**config.mk**
```make
export PLATFORM = sky130hd
export DESIGN_NAME = polygon_triangle_strip_stitcher
export DESIGN_NICKNAME = d
export VERILOG_FILES = /design/src/hdl/ptss_pkg.sv /design/src/hdl/polygon_triangle_strip_stitcher.sv /design/src/hdl/ptss_ctrl.sv /design/src/hdl/ptss_dp.sv
export SDC_FILE = /design/constraint.sdc
export NUM_CORES = 1
export LEC_CHECK = 0
export ABC_AREA = 0
export BUFFER_PORTS_ARGS = -buffer_cell sky130_fd_sc_hd__buf_4
export CAP_MARGIN = 20
export CORE_MARGIN = 5
export CORE_UTILIZATION = 56
export DETAILED_ROUTE_END_ITERATION = 16
export PLACE_DENSITY_LB_ADDON = 0.25
export SLEW_MARGIN = 15
export SYNTH_ARGS = -nofsm -noshare
export SYNTH_HDL_FRONTEND = slang
export SYNTH_SLANG_ARGS = --single-unit
```
**constraint.sdc**
```tcl
create_clock -name clk -period 4.03 [get_ports clk]
set_input_delay 0 -clock clk [delete_from_list [all_inputs] [get_ports clk]]
set_output_delay 0 -clock clk [all_outputs]
set_load 0.01 [all_outputs]
```
**src/hdl/ptss_pkg.sv**
```systemverilog
// Shared types and constants for the polygon triangle strip stitcher.
// Used by ptss_ctrl, ptss_dp and polygon_triangle_strip_stitcher; no dependencies.
package ptss_pkg;

	localparam int INDEX_BITS     = 16;
	localparam int MAX_POLY_VERTS = 62;
	localparam int MIN_POLY_VERTS = 3;
	localparam int CNT_W          = 6;   // width of the vertex count field
	localparam int OUT_IDX_W      = 16;  // width of the emitted index field

	typedef logic [INDEX_BITS-1:0] idx_t;
	typedef logic [CNT_W-1:0]      cnt_t;

	// which index source the datapath puts on the output word
	typedef enum logic [1:0] {
		SEL_PREV = 2'd0,
		SEL_BASE = 2'd1,
		SEL_VERT = 2'd2
	} sel_t;

	typedef enum logic [3:0] {
		S_IDLE = 4'b0001,
		S_PREV = 4'b0010,
		S_BASE = 4'b0100,
		S_VERT = 4'b1000
	} state_t;

	typedef struct packed {
		logic load;   // take the input polygon
		logic emit;   // write one word into the output register
		sel_t sel;
	} cmd_t;

	typedef struct packed {
		logic item_ok;        // vertex count is at least three
		logic stitch_needed;  // a section is open for the input polygon
		logic last_vert;      // one vertex left to emit
	} status_t;

endpackage

```
**src/hdl/polygon_triangle_strip_stitcher.sv**
```systemverilog
// Top level of the polygon triangle strip stitcher: stream ports, controller
// and datapath. Depends on ptss_pkg, ptss_ctrl and ptss_dp.
//
// Takes one convex polygon per input word and emits its triangle strip indices,
// one index per output word: two degenerate stitch indices (last index, new
// base) when the polygon continues an open section, then n vertices in zigzag
// order (n is clamped to 62; counts below 3 are consumed with no output).
// The output register emits at most one index per cycle; the controller takes
// the next polygon once the last index is in the output register. tlast marks
// the final index of each polygon.
module polygon_triangle_strip_stitcher (
	input  logic        clk,
	input  logic        arst_n,
	input  logic        s_axis_tvalid,
	output logic        s_axis_tready,
	input  logic [7:0]  s_axis_tdata,   // [5:0] vertex_count, [7:6] zero
	input  logic [1:0]  s_axis_tuser,   // [0] starts_section, [1] starts_mesh
	output logic        m_axis_tvalid,
	input  logic        m_axis_tready,
	output logic [15:0] m_axis_tdata,   // [15:0] strip_index
	output logic [1:0]  m_axis_tuser,   // [0] is_stitch, [1] base_wrapped
	output logic        m_axis_tlast    // last_of_polygon
);

	ptss_pkg::cmd_t    cmd;
	ptss_pkg::status_t st;

	ptss_ctrl u_ctrl (
		.clk       (clk),
		.arst_n    (arst_n),
		.in_valid  (s_axis_tvalid),
		.in_ready  (s_axis_tready),
		.out_valid (m_axis_tvalid),
		.out_ready (m_axis_tready),
		.st        (st),
		.cmd       (cmd)
	);

	ptss_dp u_dp (
		.clk             (clk),
		.arst_n          (arst_n),
		.vertex_count    (s_axis_tdata[ptss_pkg::CNT_W-1:0]),
		.starts_section  (s_axis_tuser[0]),
		.starts_mesh     (s_axis_tuser[1]),
		.cmd             (cmd),
		.st              (st),
		.strip_index     (m_axis_tdata),
		.is_stitch       (m_axis_tuser[0]),
		.base_wrapped    (m_axis_tuser[1]),
		.last_of_polygon (m_axis_tlast)
	);

endmodule

```
**src/hdl/ptss_ctrl.sv**
```systemverilog
// Controller of the strip stitcher: sequences stitch words and vertex words
// and owns the output valid flag. Depends on ptss_pkg.
module ptss_ctrl (
	input  logic              clk,
	input  logic              arst_n,
	input  logic              in_valid,
	output logic              in_ready,
	output logic              out_valid,
	input  logic              out_ready,
	input  ptss_pkg::status_t st,
	output ptss_pkg::cmd_t    cmd
);

	ptss_pkg::state_t state_q, state_d;
	logic             out_valid_q;
	logic             can_emit;

	assign in_ready  = (state_q == ptss_pkg::S_IDLE);
	assign out_valid = out_valid_q;
	assign can_emit  = !out_valid_q || out_ready;

	always_comb begin
		state_d  = state_q;
		cmd.load = 1'b0;
		cmd.emit = 1'b0;
		cmd.sel  = ptss_pkg::SEL_VERT;
		case (state_q)
			ptss_pkg::S_IDLE: begin
				if (in_valid && st.item_ok) begin
					cmd.load = 1'b1;
					state_d  = st.stitch_needed ? ptss_pkg::S_PREV : ptss_pkg::S_VERT;
				end
			end
			ptss_pkg::S_PREV: begin
				cmd.sel  = ptss_pkg::SEL_PREV;
				cmd.emit = can_emit;
				if (can_emit) state_d = ptss_pkg::S_BASE;
			end
			ptss_pkg::S_BASE: begin
				cmd.sel  = ptss_pkg::SEL_BASE;
				cmd.emit = can_emit;
				if (can_emit) state_d = ptss_pkg::S_VERT;
			end
			ptss_pkg::S_VERT: begin
				cmd.emit = can_emit;
				if (can_emit && st.last_vert) state_d = ptss_pkg::S_IDLE;
			end
			default: state_d = ptss_pkg::S_IDLE;
		endcase
	end

	always_ff @(posedge clk or negedge arst_n) begin
		if (!arst_n) begin
			state_q     <= ptss_pkg::S_IDLE;
			out_valid_q <= 1'b0;
		end else begin
			state_q <= state_d;
			if (cmd.emit) out_valid_q <= 1'b1;
			else if (out_ready) out_valid_q <= 1'b0;
		end
	end

	a_item_starts_work: assert property (@(posedge clk) disable iff (!arst_n)
		in_valid && in_ready && st.item_ok |=> state_q != ptss_pkg::S_IDLE)
		else $error("accepted polygon did not start emission");

	a_base_after_prev: assert property (@(posedge clk) disable iff (!arst_n)
		state_q == ptss_pkg::S_BASE |->
			$past(state_q) == ptss_pkg::S_PREV || $past(state_q) == ptss_pkg::S_BASE)
		else $error("base stitch without previous stitch");

	a_last_goes_idle: assert property (@(posedge clk) disable iff (!arst_n)
		state_q == ptss_pkg::S_VERT && cmd.emit && st.last_vert
			|=> state_q == ptss_pkg::S_IDLE)
		else $error("polygon end did not return to idle");

endmodule

```
**src/hdl/ptss_dp.sv**
```systemverilog
// Datapath of the strip stitcher: running base, last index, parity, zigzag
// low/high index counters and the output word register. Depends on ptss_pkg.
module ptss_dp (
	input  logic                            clk,
	input  logic                            arst_n,
	input  ptss_pkg::cnt_t                  vertex_count,
	input  logic                            starts_section,
	input  logic                            starts_mesh,
	input  ptss_pkg::cmd_t                  cmd,
	output ptss_pkg::status_t               st,
	output logic [ptss_pkg::OUT_IDX_W-1:0]  strip_index,
	output logic                            is_stitch,
	output logic                            base_wrapped,
	output logic                            last_of_polygon
);

	localparam int IW = ptss_pkg::INDEX_BITS;

	// persistent state
	ptss_pkg::idx_t vertex_base_q, prev_q;
	logic           strip_parity_q, section_open_q;

	// per-polygon work registers
	ptss_pkg::idx_t base_q, lo_q, hi_q;
	ptss_pkg::cnt_t rem_q;
	logic           first_q, take_lo_q, wrapped_q;

	// output word
	logic [ptss_pkg::OUT_IDX_W-1:0] strip_index_q;
	logic                           is_stitch_q, last_q, base_wrapped_q;

	ptss_pkg::cnt_t n_sat;
	ptss_pkg::idx_t base_in, vert_idx, emit_idx;
	logic           eff_parity;
	logic [IW:0]    base_sum;

	assign n_sat = (vertex_count > ptss_pkg::cnt_t'(ptss_pkg::MAX_POLY_VERTS))
		? ptss_pkg::cnt_t'(ptss_pkg::MAX_POLY_VERTS) : vertex_count;
	assign base_in    = starts_mesh ? '0 : vertex_base_q;
	assign eff_parity = strip_parity_q & ~starts_section;
	assign base_sum   = {1'b0, base_in} + (IW+1)'(n_sat);

	assign st.item_ok       = vertex_count >= ptss_pkg::cnt_t'(ptss_pkg::MIN_POLY_VERTS);
	assign st.stitch_needed = section_open_q & ~starts_section;
	assign st.last_vert     = (rem_q == ptss_pkg::cnt_t'(1));

	assign vert_idx = first_q ? base_q : (take_lo_q ? lo_q : hi_q);

	always_comb begin
		case (cmd.sel)
			ptss_pkg::SEL_PREV: emit_idx = prev_q;
			ptss_pkg::SEL_BASE: emit_idx = base_q;
			ptss_pkg::SEL_VERT: emit_idx = vert_idx;
			default:            emit_idx = vert_idx;
		endcase
	end

	always_ff @(posedge clk or negedge arst_n) begin
		if (!arst_n) begin
			vertex_base_q  <= '0;
			prev_q         <= '0;
			strip_parity_q <= 1'b0;
			section_open_q <= 1'b0;
		end else begin
			if (cmd.load) begin
				vertex_base_q  <= base_sum[IW-1:0];
				strip_parity_q <= eff_parity ^ n_sat[0];
				section_open_q <= 1'b1;
			end
			if (cmd.emit && cmd.sel == ptss_pkg::SEL_VERT) prev_q <= vert_idx;
		end
	end

	always_ff @(posedge clk) begin
		if (cmd.load) begin
			base_q    <= base_in;
			lo_q      <= base_in + ptss_pkg::idx_t'(1);
			hi_q      <= base_sum[IW-1:0] - ptss_pkg::idx_t'(1);
			rem_q     <= n_sat;
			first_q   <= 1'b1;
			take_lo_q <= ~eff_parity;
			wrapped_q <= base_sum[IW];
		end else if (cmd.emit && cmd.sel == ptss_pkg::SEL_VERT) begin
			rem_q   <= rem_q - ptss_pkg::cnt_t'(1);
			first_q <= 1'b0;
			if (!first_q) begin
				// zigzag: alternate between the low and high ends
				if (take_lo_q) lo_q <= lo_q + ptss_pkg::idx_t'(1);
				else           hi_q <= hi_q - ptss_pkg::idx_t'(1);
				take_lo_q <= ~take_lo_q;
			end
		end
		if (cmd.emit) begin
			strip_index_q  <= ptss_pkg::OUT_IDX_W'(emit_idx);
			is_stitch_q    <= (cmd.sel != ptss_pkg::SEL_VERT);
			base_wrapped_q <= wrapped_q;
			last_q         <= (cmd.sel == ptss_pkg::SEL_VERT) && st.last_vert;
		end
	end

	assign strip_index     = strip_index_q;
	assign is_stitch       = is_stitch_q;
	assign base_wrapped    = base_wrapped_q;
	assign last_of_polygon = last_q;

	a_zigzag_meets: assert property (@(posedge clk) disable iff (!arst_n)
		cmd.emit && cmd.sel == ptss_pkg::SEL_VERT && st.last_vert && !first_q
			|-> lo_q == hi_q)
		else $error("zigzag ends did not meet on last vertex");

endmodule

```
==> summary.txt <==
Worst-path clk slew -> 0.05 ns
Cell Int Power -> 3.539 mW
# rows -> 39
Largest delay contributor family on the critical path -> simple AND/OR/NAND/NOR gates
GP Congestion -> 0.8874
Crit path capture type -> flop
Routed Antenna Nets -> 0
Initial Util -> 56.65%
DR iter-0 viols -> 461
R2R Path End -> u_dp.hi_q[15]$_DFFE_PP_
Share of the synthesized area in the top cell type -> 34.97%
Crit path max fanout -> 5
R2R Setup Slk -> 0.45 ns
Routed len/inst -> 17.07 um
Worst setup SP type -> flop
WP depth -> 12
Dominant cell type by area after synthesis -> edfxtp_1
CP arrival -> 3.74 ns
Crit path from -> u_dp.vertex_base_q[0]$_DFFE_PN0P_
Bufs and invs on worst path -> 1
Worst min-delay path class -> in2reg
Final nets -> 696
CP Cell Sequence -> nor2b_1 -> ha_1 -> inv_1 -> fa_1 -> nor2b_1 -> o31a_1 -> o21a_1 -> xnor2_1 -> a31oi_1 -> or3_4 -> nor4_2 -> xnor2_1
Crit-path slowest cell -> or3_4
DPL Wire Length -> 9.507 mm
Fmax -> 0.2795 GHz
Final hold viol count -> 0
Status -> complete, no violations
Syn Inst Count -> 644
Worst reg-to-reg path cell count -> 12
Total gr overflow -> 0
MaxCap Viol Count -> 0
Mapped Area -> 0.006441 mm^2
Power Density -> 733.2 mW/mm^2
CTS sink cnt -> 115
CTS tree -> done
Setup Total Neg Slack -> 0 ns
Comb pwr share -> 33.1%
Global-route wire length before repair -> 23.50 mm
Number of flops mapped to enable cells by yosys -> 75
Later-pin clock latency in the skew report -> 0.41 ns
Die height -> 117.2 um
Fin util -> 65.39%
Vias in the first global route -> 4751
CP endpoint -> u_dp.hi_q[15]$_DFFE_PP_
CTS H-tree lvls -> 4
Final WL -> 14.12 mm
Max_slew headroom -> 32.91%
Top Ports -> 35
Actual slew at the worst max-slew pin -> 1.006 ns
Setup violators final -> 0
DIE WIDTH -> 117.2 um
Post-CTS Setup Bufs -> 0
YS warnings -> 0
VDD IR-drop max -> 0.0004054 V
Slowest stage delay, CP -> 0.46 ns
Share of cells above drive strength 1 -> 13.60%
Syn_nets -> 669
Core ar. -> 0.01137 mm^2
Drt first pass iters -> 5
Final Skew -> 0.009478 ns
Longest Clk Path Bufs -> 2
# DRC -> 0
Post-synth ARST share -> 33.91%
Via/cell ratio -> 5.958
Area Overhead vs Synth -> 15.42%
FF+latch count, synth -> 115
Dpl ws -> 0.5237 ns
IO buf count -> 32
Largest net degree at the start of global routing -> 55
Min-delay src -> s_axis_tuser[1]
Mean Syn Cell Area -> 10.00 um^2
Synth top area cells -> edfxtp_1 (35%), dfrtp_1 (15%), mux2i_1 (5.1%), o21ai_0 (5.1%), nand2_1 (4.4%)
Sequential power share -> 39.4%
Dominant synthesized flop cell -> edfxtp_1
Final setup margin -> 0.4522 ns
N_diodes -> 0
Switching Share -> 35.08%
Leakage power -> 2.909 nW
Sw Pwr -> 1.912 mW
CTS Buf Count -> 17
Clk pwr share -> 27.5%
Worst Path Required -> 4.19 ns
RSZ-0062 raised after global routing -> false
Crit Path Class -> reg2reg
Number of antenna violations at the first check in global routing -> 0
Die area -> 0.01375 mm^2
Minimum clock period -> 3.578 ns
Root buffer cell -> clkbuf_16
Max-slew violation count -> 0
Total vias in the final route -> 4927
Post-synthesis sequential area ratio -> 50.45%
Fin crit share -> 88.78%
Synth cell types -> 61
Gr usage total -> 21.95%
Reg-to-reg startpoint -> u_dp.vertex_base_q[0]$_DFFE_PN0P_
per-layer routing:
layer / share of wire (%) / track usage (%)
met1: 46 / 30.66
met2: 46 / 33.48
met3: 6.4 / 5.244
met4: 1.6 / 8.104
met5: 0 / 0
logic make-up after synthesis:
| group | synth area share, % |
|---|---|
| DFF | 50.45 |
| adders and majority gates | 2.253 |
| xor gates and xnor gates | 5.983 |
| and+or+nand+nor | 16.34 |
| buffers and inverters | 3.691 |
| muxes | 5.653 |
| AOI/OAI and AO/OA | 15.64 |
worst min-delay path by stage:
stage | slack (ns) | endpoint | cells after the start
CTS | 0.02 | u_dp.vertex_base_q[11]$_DFFE_PN0P_ | 2
global route | 0.03 | u_dp.vertex_base_q[13]$_DFFE_PN0P_ | 2
finish | 0.01 | u_dp.vertex_base_q[13]$_DFFE_PN0P_ | 2
global placement | 0.03 | u_dp.vertex_base_q[13]$_DFFE_PN0P_ | 1
floorplan | -0.30 | u_ctrl.out_valid$_DFFE_PN0P_ | 0
detailed placement | 0.03 | u_dp.vertex_base_q[13]$_DFFE_PN0P_ | 1
final cells by class:
type                            instances  area (um^2)
Clock buffer                           22        454.2
Multi-Input combinational cell        471         2967
Fill cell                             859         3935
Inverter                               17        63.81
Sequential cell                       115         3249
Tap cell                              143        178.9
Timing Repair Buffer                   49        387.9
Clock inverter                         10        133.9
stage by stage:
step                      hold WS, ns  total power [mW]  cells  cell area [um^2]
after floorplan               -0.2956             3.429    644              6441
after global placement        0.03284             3.837    787              6766
after global routing          0.03205             5.799    827              7435
final                         0.01457             5.451    827              7435
after detailed placement      0.02684             3.931    787              6766
after CTS                     0.01686             5.460    827              7435
sequential cells by signal, summed over array words and instances, names as in the netlist:
register and cells:
u_dp.base_q 16, u_dp.hi_q 16, u_dp.lo_q 16, u_dp.prev_q 16, u_dp.strip_index 16, u_dp.vertex_base_q 16
u_dp.rem_q 6, u_ctrl.state_q 4, u_ctrl.out_valid 1, u_dp.base_wrapped 1, u_dp.first_q 1, u_dp.is_stitch 1
u_dp.last_of_polygon 1, u_dp.section_open_q 1, u_dp.strip_parity_q 1, u_dp.take_lo_q 1, u_dp.wrapped_q 1
layout by cell type, fill, tap and decap left out, types with 5 or more instances in the layout:
cell,netlist,final
nand2_1,76,76
edfxtp_1,75,75
o21ai_0,65,65
nor2_1,52,52
a21oi_1,41,41
buf_4,3,41
dfrtp_1,38,38
mux2i_1,33,33
xnor2_1,27,27
a22oi_1,18,18
xor2_1,17,17
clkbuf_16,0,17
inv_1,16,16
nor3_1,16,15
nor2b_1,15,14
nand3_1,14,14
nand2b_1,11,11
ha_1,10,10
dlygate4sd3_1,0,8
o21a_1,6,6
a21o_1,5,5
and3_1,5,5
cell usage after synthesis, types with 6 or more instances:
cell / instances
buf_2: 7
nand2b_1: 11
nand2_1: 76
dfrtp_1: 38
nor2_1: 52
clkbuf_1: 27
nand3_1: 14
nor3_1: 16
xnor2_1: 27
o21ai_0: 65
o21a_1: 6
a22oi_1: 18
edfxtp_1: 75
nor2b_1: 15
xor2_1: 17
inv_1: 16
a21oi_1: 41
mux2i_1: 33
ha_1: 10
power groups by stage:
stage	Clock, mW	Combinational [mW]	Sequential (mW)
CTS	1.51	1.80	2.14
floorplan	0	1.38	2.05
detailed placement	0	1.77	2.16
finish	1.50	1.80	2.15
global placement	0	1.71	2.13
global route	1.57	2.03	2.20
timing repair:
action	in CTS	in global routing
hold buffers	8	0
hold endpoints to repair	49	0
gates resized for setup	0	0
Note: power is estimated with default switching activity, not from simulation.
